### config.mk
export PLATFORM = sky130hd
export DESIGN_NAME = fifo_page_frame_replacement
export DESIGN_NICKNAME = d
export VERILOG_FILES = /design/src/design/fpfr_pkg.sv /design/src/design/fpfr_ctrl.sv /design/src/design/fifo_page_frame_replacement.sv
export SDC_FILE = /design/constraint.sdc
export NUM_CORES = 1
export LEC_CHECK = 0
export ABC_AREA = 1
export BUFFER_PORTS_ARGS = -buffer_cell sky130_fd_sc_hd__buf_2
export CORE_ASPECT_RATIO = 1.4
export CORE_MARGIN = 2
export CORE_UTILIZATION = 45
export DETAILED_ROUTE_END_ITERATION = 6
export SLEW_MARGIN = 20
export SYNTH_ARGS = -nofsm -noshare
export SYNTH_HDL_FRONTEND = slang
export SYNTH_SLANG_ARGS = --single-unit
### constraint.sdc
create_clock -name clk -period 8.4 [get_ports clk]
set_input_delay 0 -clock clk [delete_from_list [all_inputs] [get_ports clk]]
set_output_delay 0 -clock clk [all_outputs]
set_load 0.005 [all_outputs]
### src/design/fpfr_pkg.sv
// fpfr_pkg: shared types and constants for the fifo page frame replacement block
// frame count, field widths, transfer structs, op codes and sequencer states
// no dependencies
`default_nettype none

package fpfr_pkg;

    localparam int FRAME_COUNT   = 8;
    localparam int PROCESS_COUNT = 64;
    localparam int PAGE_COUNT    = 16;

    localparam int FRAME_W = (FRAME_COUNT > 1) ? $clog2(FRAME_COUNT) : 1;
    localparam int KIND_W  = 2;
    localparam int PID_W   = 6;
    localparam int PAGE_W  = 4;
    localparam int FIDX_W  = 3;

    typedef logic [FRAME_W-1:0] frame_t;

    typedef enum logic [KIND_W-1:0] {
        KIND_LOAD    = 2'd0,
        KIND_RELEASE = 2'd1,
        KIND_UNPIN   = 2'd2
    } kind_t;

    typedef enum logic [1:0] {
        ST_IDLE,
        ST_SCAN,
        ST_COMMIT
    } state_t;

    typedef struct packed {
        logic [KIND_W-1:0] kind;
        logic [PID_W-1:0]  process_id;
        logic [PAGE_W-1:0] page_number;
    } in_item_t;

    typedef struct packed {
        logic              granted;
        logic [FIDX_W-1:0] frame_index;
        logic              evicted_valid;
        logic [PID_W-1:0]  evicted_process;
        logic [PAGE_W-1:0] evicted_page;
    } out_item_t;

    // sequencer to frame table
    typedef struct packed {
        logic              scan;
        logic              commit;
        logic              load;
        logic              release_op;
        logic              unpin;
        frame_t            step;
        frame_t            pos;
        logic              hit;
        logic [PID_W-1:0]  pid;
        logic [PAGE_W-1:0] page;
    } ctl_t;

    // frame table to sequencer
    typedef struct packed {
        logic is_free;
        logic is_unpinned;
    } stat_t;

endpackage

`default_nettype wire

### src/design/fpfr_ctrl.sv
// fpfr_ctrl: sequencer that steps one frame per cycle and tracks the victim search
// holds the accepted item, the step counter and the first free / unpinned positions
// depends on fpfr_pkg
`default_nettype none

module fpfr_ctrl
    import fpfr_pkg::*;
(
    input  wire logic     clk,
    input  wire logic     rst_n,
    input  wire logic     start,
    input  wire in_item_t item,
    input  wire stat_t    stat,
    output logic          busy,
    output ctl_t          ctl
);

    localparam frame_t LAST = FRAME_W'(FRAME_COUNT - 1);

    state_t            state_reg, state_next;
    frame_t            step_reg, step_next;
    frame_t            free_pos_reg, free_pos_next;
    frame_t            unp_pos_reg, unp_pos_next;
    logic              free_found_reg, free_found_next;
    logic              unp_found_reg, unp_found_next;
    logic              load_reg, load_next;
    logic              release_reg, release_next;
    logic              unpin_reg, unpin_next;
    logic [PID_W-1:0]  pid_reg, pid_next;
    logic [PAGE_W-1:0] page_reg, page_next;
    logic              pid_ok;
    logic              page_ok;

    assign pid_ok  = int'(item.process_id) < PROCESS_COUNT;
    assign page_ok = int'(item.page_number) < PAGE_COUNT;

    always_ff @(posedge clk or negedge rst_n)
    begin
        if (!rst_n)
        begin
            state_reg      <= ST_IDLE;
            step_reg       <= '0;
            free_found_reg <= 1'b0;
            unp_found_reg  <= 1'b0;
            load_reg       <= 1'b0;
            release_reg    <= 1'b0;
            unpin_reg      <= 1'b0;
        end
        else
        begin
            state_reg      <= state_next;
            step_reg       <= step_next;
            free_found_reg <= free_found_next;
            unp_found_reg  <= unp_found_next;
            load_reg       <= load_next;
            release_reg    <= release_next;
            unpin_reg      <= unpin_next;
        end
    end

    always_ff @(posedge clk)
    begin
        free_pos_reg <= free_pos_next;
        unp_pos_reg  <= unp_pos_next;
        pid_reg      <= pid_next;
        page_reg     <= page_next;
    end

    always_comb
    begin
        state_next      = state_reg;
        step_next       = step_reg;
        free_pos_next   = free_pos_reg;
        unp_pos_next    = unp_pos_reg;
        free_found_next = free_found_reg;
        unp_found_next  = unp_found_reg;
        load_next       = load_reg;
        release_next    = release_reg;
        unpin_next      = unpin_reg;
        pid_next        = pid_reg;
        page_next       = page_reg;
        unique case (state_reg)
            ST_IDLE:
            begin
                if (start)
                begin
                    step_next       = '0;
                    free_found_next = 1'b0;
                    unp_found_next  = 1'b0;
                    pid_next        = item.process_id;
                    page_next       = item.page_number;
                    load_next       = pid_ok && page_ok && (item.kind == KIND_LOAD);
                    release_next    = pid_ok && (item.kind == KIND_RELEASE);
                    unpin_next      = pid_ok && (item.kind == KIND_UNPIN);
                    if (load_next || release_next || unpin_next)
                        state_next = ST_SCAN;
                    else
                        state_next = ST_COMMIT;
                end
            end
            ST_SCAN:
            begin
                if (load_reg)
                begin
                    if (stat.is_free && !free_found_reg)
                    begin
                        free_found_next = 1'b1;
                        free_pos_next   = step_reg;
                    end
                    if (stat.is_unpinned && !unp_found_reg)
                    begin
                        unp_found_next = 1'b1;
                        unp_pos_next   = step_reg;
                    end
                end
                if (step_reg == LAST)
                    state_next = ST_COMMIT;
                else
                    step_next = step_reg + 1'b1;
            end
            ST_COMMIT:
            begin
                state_next = ST_IDLE;
            end
            default:
            begin
                state_next = ST_IDLE;
            end
        endcase
    end

    assign busy           = (state_reg != ST_IDLE);
    assign ctl.scan       = (state_reg == ST_SCAN);
    assign ctl.commit     = (state_reg == ST_COMMIT);
    assign ctl.load       = load_reg;
    assign ctl.release_op = release_reg;
    assign ctl.unpin      = unpin_reg;
    assign ctl.step       = step_reg;
    assign ctl.pos        = free_found_reg ? free_pos_reg : unp_pos_reg;
    assign ctl.hit        = free_found_reg || unp_found_reg;
    assign ctl.pid        = pid_reg;
    assign ctl.page       = page_reg;

endmodule

`default_nettype wire

### src/design/fifo_page_frame_replacement.sv
// fifo page frame replacement: frame table, load order list and result register
// a valid item scans every frame in turn and then commits; an ignored item skips the
// scan and goes to commit with an all-zero result; the result register loads at commit
// no new item is taken until the last one commits; the scan takes one frame per cycle
// result strobe lasts one cycle, the receiver cannot stall
// reset: identity load order, all frames free and unpinned, no result pending
`default_nettype none

module fifo_page_frame_replacement
    import fpfr_pkg::*;
(
    input  wire logic      clk,
    input  wire logic      rst_n,
    input  wire logic      start,
    input  wire in_item_t  item,
    output logic           busy,
    output logic           result_valid,
    output out_item_t      result
);

    ctl_t  ctl;
    stat_t stat;

    frame_t            order_reg [FRAME_COUNT];
    frame_t            order_next [FRAME_COUNT];
    logic              free_reg [FRAME_COUNT];
    logic              free_next [FRAME_COUNT];
    logic              pinned_reg [FRAME_COUNT];
    logic              pinned_next [FRAME_COUNT];
    logic [PID_W-1:0]  owner_reg [FRAME_COUNT];
    logic [PAGE_W-1:0] page_reg [FRAME_COUNT];

    frame_t    order_addr;
    frame_t    order_frame;
    frame_t    sel_frame;
    logic      owner_hit;
    logic      grant;
    out_item_t result_reg, result_next;
    logic      result_valid_reg;

    fpfr_ctrl u_ctrl (
        .clk   (clk),
        .rst_n (rst_n),
        .start (start),
        .item  (item),
        .stat  (stat),
        .busy  (busy),
        .ctl   (ctl)
    );

    // one frame lookup per cycle
    assign order_addr       = ctl.commit ? ctl.pos : ctl.step;
    assign order_frame      = order_reg[order_addr];
    assign sel_frame        = ctl.load ? order_frame : ctl.step;
    assign stat.is_free     = free_reg[sel_frame];
    assign stat.is_unpinned = !pinned_reg[sel_frame];
    assign owner_hit        = !free_reg[sel_frame] && (owner_reg[sel_frame] == ctl.pid);
    assign grant            = ctl.commit && ctl.load && ctl.hit;

    always_comb
    begin
        for (int i = 0; i < FRAME_COUNT; i++)
        begin
            order_next[i]  = order_reg[i];
            free_next[i]   = free_reg[i];
            pinned_next[i] = pinned_reg[i];
        end
        if (ctl.scan && owner_hit && ctl.release_op)
        begin
            free_next[sel_frame]   = 1'b1;
            pinned_next[sel_frame] = 1'b0;
        end
        if (ctl.scan && owner_hit && ctl.unpin)
            pinned_next[sel_frame] = 1'b0;
        if (grant)
        begin
            free_next[sel_frame]   = 1'b0;
            pinned_next[sel_frame] = 1'b1;
            // chosen frame moves to the tail
            for (int i = 0; i < FRAME_COUNT - 1; i++)
            begin
                if (FRAME_W'(i) >= ctl.pos)
                    order_next[i] = order_reg[i + 1];
            end
            order_next[FRAME_COUNT - 1] = order_frame;
        end
    end

    always_ff @(posedge clk or negedge rst_n)
    begin
        if (!rst_n)
        begin
            for (int i = 0; i < FRAME_COUNT; i++)
            begin
                order_reg[i]  <= FRAME_W'(i);
                free_reg[i]   <= 1'b1;
                pinned_reg[i] <= 1'b0;
            end
        end
        else
        begin
            for (int i = 0; i < FRAME_COUNT; i++)
            begin
                order_reg[i]  <= order_next[i];
                free_reg[i]   <= free_next[i];
                pinned_reg[i] <= pinned_next[i];
            end
        end
    end

    always_ff @(posedge clk)
    begin
        if (grant)
        begin
            owner_reg[sel_frame] <= ctl.pid;
            page_reg[sel_frame]  <= ctl.page;
        end
    end

    always_comb
    begin
        result_next = '0;
        if (grant)
        begin
            result_next.granted     = 1'b1;
            result_next.frame_index = FIDX_W'(sel_frame);
            if (!free_reg[sel_frame])
            begin
                result_next.evicted_valid   = 1'b1;
                result_next.evicted_process = owner_reg[sel_frame];
                result_next.evicted_page    = page_reg[sel_frame];
            end
        end
    end

    always_ff @(posedge clk or negedge rst_n)
    begin
        if (!rst_n)
            result_valid_reg <= 1'b0;
        else
            result_valid_reg <= ctl.commit;
    end

    always_ff @(posedge clk)
    begin
        result_reg <= result_next;
    end

    assign result_valid = result_valid_reg;
    assign result       = result_reg;

endmodule

`default_nettype wire

Word level (Yosys, flattened, before mapping) --
Memories as Yosys holds them, arrays and structs flattened. Index checks and enable logic that the tools add are counted.
Storage, ports and cells: bits in writable memories 80, ROM bits 0, logic and storage cells 147, output and inout port bits 17, latch bits 0, bits of input ports 15, memories 2, bits in registers 82
Memories:
- owner_reg | depth 8, bits a word 6, read ports 1, clocked after Yosys merged registers in 0, write ports 1, RTL line fifo_page_frame_replacement.sv:30 | logic [PID_W-1:0] owner_reg [FRAME_COUNT];
- page_reg | depth 8, bits a word 4, read ports 1, clocked after Yosys merged registers in 0, write ports 1, RTL line fifo_page_frame_replacement.sv:31 | logic [PAGE_W-1:0] page_reg [FRAME_COUNT];
Operators by class: add/sub/neg operators 1, divide/modulo/power cells 0, shift operators 0, multiply operators 0, reduce and logical (&&, ||, !) cells 35, equal/unequal tests 12, muxes and demuxes 37, $lt $le $gt $ge 10, bitwise gates (word level) 9
Operators with widths (count):
- 8-bit two-way mux | 5
- 8-bit AND | 3
- 3-bit two-way mux | 7
- 2-bit AND reduction | 9
- 8-bit OR | 2
- 15-bit two-way mux | 1
- 1-bit two-way mux | 12
- 11-bit two-way mux | 1
- 3-bit binary-select mux with 3-bit select | 1
- 3-bit greater-or-equal comparator, first input constant | 3
- 1-bit logical AND | 9
- 3-bit AND reduction | 3
- 4-bit greater-or-equal comparator, second input constant | 2
- 2-bit by 1-bit != test with 1-bit output, second input constant | 4
- 3-bit inverter with 4-bit output | 2
- 8-bit inverter | 1
- 4-bit AND reduction | 2
- 1-bit binary-select mux with 3-bit select | 2
- 6-bit equality test | 1
- 1-bit by 3-bit greater-or-equal comparator with 1-bit output, first input constant | 2
- 2-bit by 3-bit greater-or-equal comparator with 1-bit output, first input constant | 2
- 2-bit two-way mux | 3
- 3-bit case mux with 2 select lines | 1
- 2-bit by 1-bit equality test with 1-bit output, second input constant | 2
- 14 further kinds | 24

Logic depth before layout (Yosys ltp) --
depth in word-level cells 20, depth in mapped cells 25, mapped depth without buffers 23

Cells and area by module --
Synthesis repeated with hierarchy kept, for this count alone.
Unflattened totals: cell total of the unflattened synthesis 664, area total of the unflattened synthesis 6993.0 µm²
By module, submodules not included:
- fifo_page_frame_replacement | cells an instance 571, area an instance 5878.1 µm², times used 1, seq. area each 3753.6 µm²
- fpfr_ctrl | cells an instance 93, area an instance 1114.8 µm², times used 1, seq. area each 730.7 µm²

Worst setup path before layout --
No wires, ideal clock.
kind register -> register, from register u_ctrl.free_found_reg, to memory owner_reg[4][0], enable pin, library setup time 379 ps, data required time 8021 ps, path buffers 0, stages on the path, launching flop included 15, path slack 5621 ps, arrival 2399 ps, clock period less this slack 2779 ps, cell sequence dfrtp_1 inv_2 nand2_1 and2_1 o21ai_2 inv_1 nand3_1 nand2_1 nand2_2 nand2_4 nor2_4 inv_1 nor2_1 inv_1 nor2_1
Between the ends: word-level cells in the longest chain between the ends 7, elaborated cells between the ends (all ways) 11, those cells by class 8 x mux; 1 x bitwise; 2 x reduce/logical
RTL lines:
- start, declared | RTL line fpfr_ctrl.sv:24 | logic free_found_reg, free_found_next;
- start signal, assigned | RTL line fpfr_ctrl.sv:53 | free_found_reg <= free_found_next;
- 3-bit two-way mux | RTL line fpfr_ctrl.sv:139 | assign ctl.pos = free_found_reg ? free_pos_reg : unp_pos_reg;
- 3-bit two-way mux | RTL line fifo_page_frame_replacement.sv:52 | assign order_addr = ctl.commit ? ctl.pos : ctl.step;
- 3-bit inverter with 4-bit output (not written as such) | RTL line fifo_page_frame_replacement.sv:53 | assign order_frame = order_reg[order_addr];
- 3-bit binary-select mux with 3-bit select | RTL line fifo_page_frame_replacement.sv:53
- 3-bit two-way mux (not written as such) (2 in series) | RTL line fifo_page_frame_replacement.sv:53
- 3-bit two-way mux | RTL line fifo_page_frame_replacement.sv:54 | assign sel_frame = ctl.load ? order_frame : ctl.step;
- end, declared | RTL line fifo_page_frame_replacement.sv:30
Parallel ways exist; a longest one is shown, timed or not. The select of a mux whose other input is x is not followed.

Worst setup path in the final report --
from register u_ctrl.free_found_reg, to memory owner_reg[4][5], enable pin
Same word-level chain as after synthesis.

==> summary.md <==
| Metric | Value |
|---|---|
| First-pass detailed-route iteration total | `5` |
| Post-CTS Setup Inserts | `0` |
| Mapped Area | `6980 um2` |
| Pwr Density | `320 nW/um2` |
| Antenna violations before repair | `0` |
| Cts bufs inserted | `17` |
| Most common cell in the netlist | `nand2_1` |
| GR met2 Demand/Resource | `0.376` |
| Final setup TNS | `0 ns` |
| Layout cells sized above 1 | `0.194` |
| Top cell type's share of synthesized area | `0.413` |
| Largest net degree at the start of global routing | `52` |
| Clock power frac | `0.297` |
| Synth cell count leaders | `nand2_1, edfxtp_1, nand3_1` |
| Min-delay worst type | `input pin to asynchronous set/reset pin` |
| CTS tree | `done` |
| Die width | `109 um` |
| Sequential area share after synthesis | `0.643` |
| Final setup viols | `0` |
| Hpwl dp | `10.7 mm` |
| Port bufs | `31` |
| Top cells by area, synth | `edfxtp_1, dfrtp_1, nand2_1, dfstp_2, nand3_1` |
| CP endpoint kind | `register` |
| NetSw | `964 uW` |
| Register share of total power | `0.391` |
| Total Power | `2580 uW` |
| Worst-path fanout max | `12` |
| LEAKAGE | `0.00324 uW` |
| Switching share of power | `0.374` |
| Total nets after synthesis | `672` |
| # H-tree levels | `4` |
| Boundary Pins | `32` |
| Warnings, synthesis | `0` |
| Area leader, netlist | `edfxtp_1` |
| Routability Congestion | `0.880` |
| Fin. Hold Viols | `0` |
| Post-synth ARST share | `0.315` |
| Skew final | `0.0121 ns` |
| Worst-margin pin slew | `0.994 ns` |
| Area Overhead vs Synth | `15.5%` |
| VDD IR-drop max | `0.000127 V` |
| Max FFs per register | `48` |
| Clock Sinks | `162` |
| Die Area | `16500 um2` |
| Vias/cell | `5.24` |
| Buffer and inverter count on the worst path | `4` |
| WP depth | `14` |
| Clk buf depth | `2` |
| Fin. max-slew vios | `0` |
| Met1 Usage GRT | `0.229` |
| Drt initial violations | `412` |
| Status | `complete, no violations` |
| Max-Cap Viols | `0` |
| CP Launch Type | `register` |
| Crit path DAT | `3.36 ns` |
| CP max stage cell | `nor2_2` |
| Final nets | `732` |
| GR peak layer | `met2` |
| Vias in the first global route | `4824` |
| Primary FF master, synth | `edfxtp_1` |
| CP max stage delay | `0.56 ns` |
| Cells on worst reg2reg path | `14` |
| Worst Path Class, Setup | `register to register` |
| Met3 usage | `0.0413` |
| Clock Pin Slew Worst Setup and Hold Paths | `0.06 ns` |
| Period utilisation layout | `0.393` |
| Root Driver | `clkbuf_16` |
| CP cell instances | `inv_2, nand2_1, and2_1, o21ai_2, inv_1, nand3_1, nand2_1, nand2_2, nand2_4, nor2_4, inv_1, nor2_1, inv_1, nor2_2` |
| Period minus WS final | `3.30 ns` |
| PostCTS Resize Cnt | `0` |
| Post-synth EDFFs | `96` |
| Die extent in y | `151 um` |
| Crit path required time | `8.45 ns` |
| Synth unique cells | `39` |
| # rows | `53` |
| Logic gate share of total power | `0.312` |
| GRT overflow | `0` |
| DR vias | `4825` |
| Most common cell on crit path | `inv_1` |
| Effective utilization at floorplan | `0.462` |
| Crit-path leading delay family | `simple AND/OR/NAND/NOR gates` |
| Rel. slew slack | `0.335` |
| Clk_lat worst skew | `0.43 ns` |
| Routed Antenna Nets | `0` |
| Syn_area_per_cell | `10.7 um2` |
| RSZ-0062 raised after global routing | `false` |
| Highest achievable clock rate | `303 MHz` |
| Total track usage | `0.206` |
| First-pass GRT wire length | `25.0 mm` |
| DR WL/cell | `17.0 um` |
| Seq cells post-synth | `162` |
| Routed WL | `15.6 mm` |
| Core area | `15100 um2` |
| Power Internal | `1610 uW` |
| Post-Syn Instances | `655` |
| Remaining DRCs | `0` |
| Ant diodes | `0` |
-- per-layer routing --
layer / share of wire / wire length, um
met1: 0.39 / 6040
met2: 0.54 / 8440
met3: 0.048 / 750
met4: 0.025 / 391
met5: 0 / 0
-- through the flow --
step           setup slack, ns  hold slack [ns]  cells  cell area, um2   util
5_1_grt                   4.77            0.268    920            8060  0.533
3_3_place_gp              4.87            0.147    873            7310  0.484
3_5_place_dp              4.77            0.156    873            7310  0.484
2_1_floorplan             5.62           -0.296    655            6980      -
4_1_cts                   4.74            0.238    920            8060  0.533
6_report                  5.10            0.227    920            8060  0.533
-- power by group through the flow --
stage                     Clock [uW]  Sequential [uW]  Combinational [uW]
after floorplan                    0              987                 663
after global placement             0             1020                 786
after detailed placement           0             1020                 801
after CTS                        780             1010                 811
after global routing             811             1020                 907
final                            766             1010                 805
-- tightest hold or removal path: cells and delay by family --
kind,cells,cell delay [ns]
buf+inv,3,1.14
-- final timing paths --
check	end	slack, ns	startpoint
max reg2reg	owner_reg[4][5]$_DFFE_PP_	5.10	u_ctrl.free_found_reg$_DFFE_PN0P_
min in group clk	u_ctrl.pid_reg[4]$_DFFE_PP_	0.28	item[8]
max	owner_reg[4][5]$_DFFE_PP_	5.10	u_ctrl.free_found_reg$_DFFE_PN0P_
max in group asynchronous	order_reg[7]$_DFFE_PN0P_	7.73	rst_n
min reg2reg	free_reg[6]$_DFF_PN1_	0.47	free_reg[6]$_DFF_PN1_
min	u_ctrl.state_reg[1]$_DFFE_PN0P_	0.23	rst_n
-- cell usage in the layout (no fill, tap or decap), types with 7 or more instances in the layout --
cell	Yosys	layout
dfrtp_1	31	31
dfxtp_1	15	15
a21oi_1	13	13
inv_2	8	8
dfstp_2	20	20
nand2_4	8	8
buf_2	2	31
nand4_1	17	17
nor2_1	37	36
nand3_1	74	74
dlygate4sd3_1	0	15
clkbuf_16	0	18
edfxtp_1	96	96
inv_1	62	62
nand3_2	9	9
nand2_1	165	165
buf_4	1	7
nand2_2	11	11
o21ai_0	31	31
-- final cells by class --
| type | instances | area (um2) |
|---|---|---|
| Clock inverter | 9 | 93.8 |
| Inverter | 73 | 274 |
| Sequential cell | 162 | 4480 |
| Timing Repair Buffer | 53 | 358 |
| Tap cell | 192 | 240 |
| Multi-Input combinational cell | 408 | 2110 |
| Clock buffer | 23 | 499 |
| Fill cell | 1327 | 7060 |
-- logic make-up (layout without fill, tap and decap cells) --
family	count (synthesis)	after routing	synth area share
compound gates	66	66	0.0572
xor+xnor	1	1	0.00126
fa+ha+maj	2	2	0.00359
buf+inv	85	158	0.0552
flops	162	162	0.643
simple gates	339	339	0.240
-- what timing repair did --
item                                    4_1_cts  5_1_grt
hold buffers                                 15        0
endpoints found under the setup margin        0        0
endpoints found under the hold margin        47        0
Power figures use the tool's default switching activity.
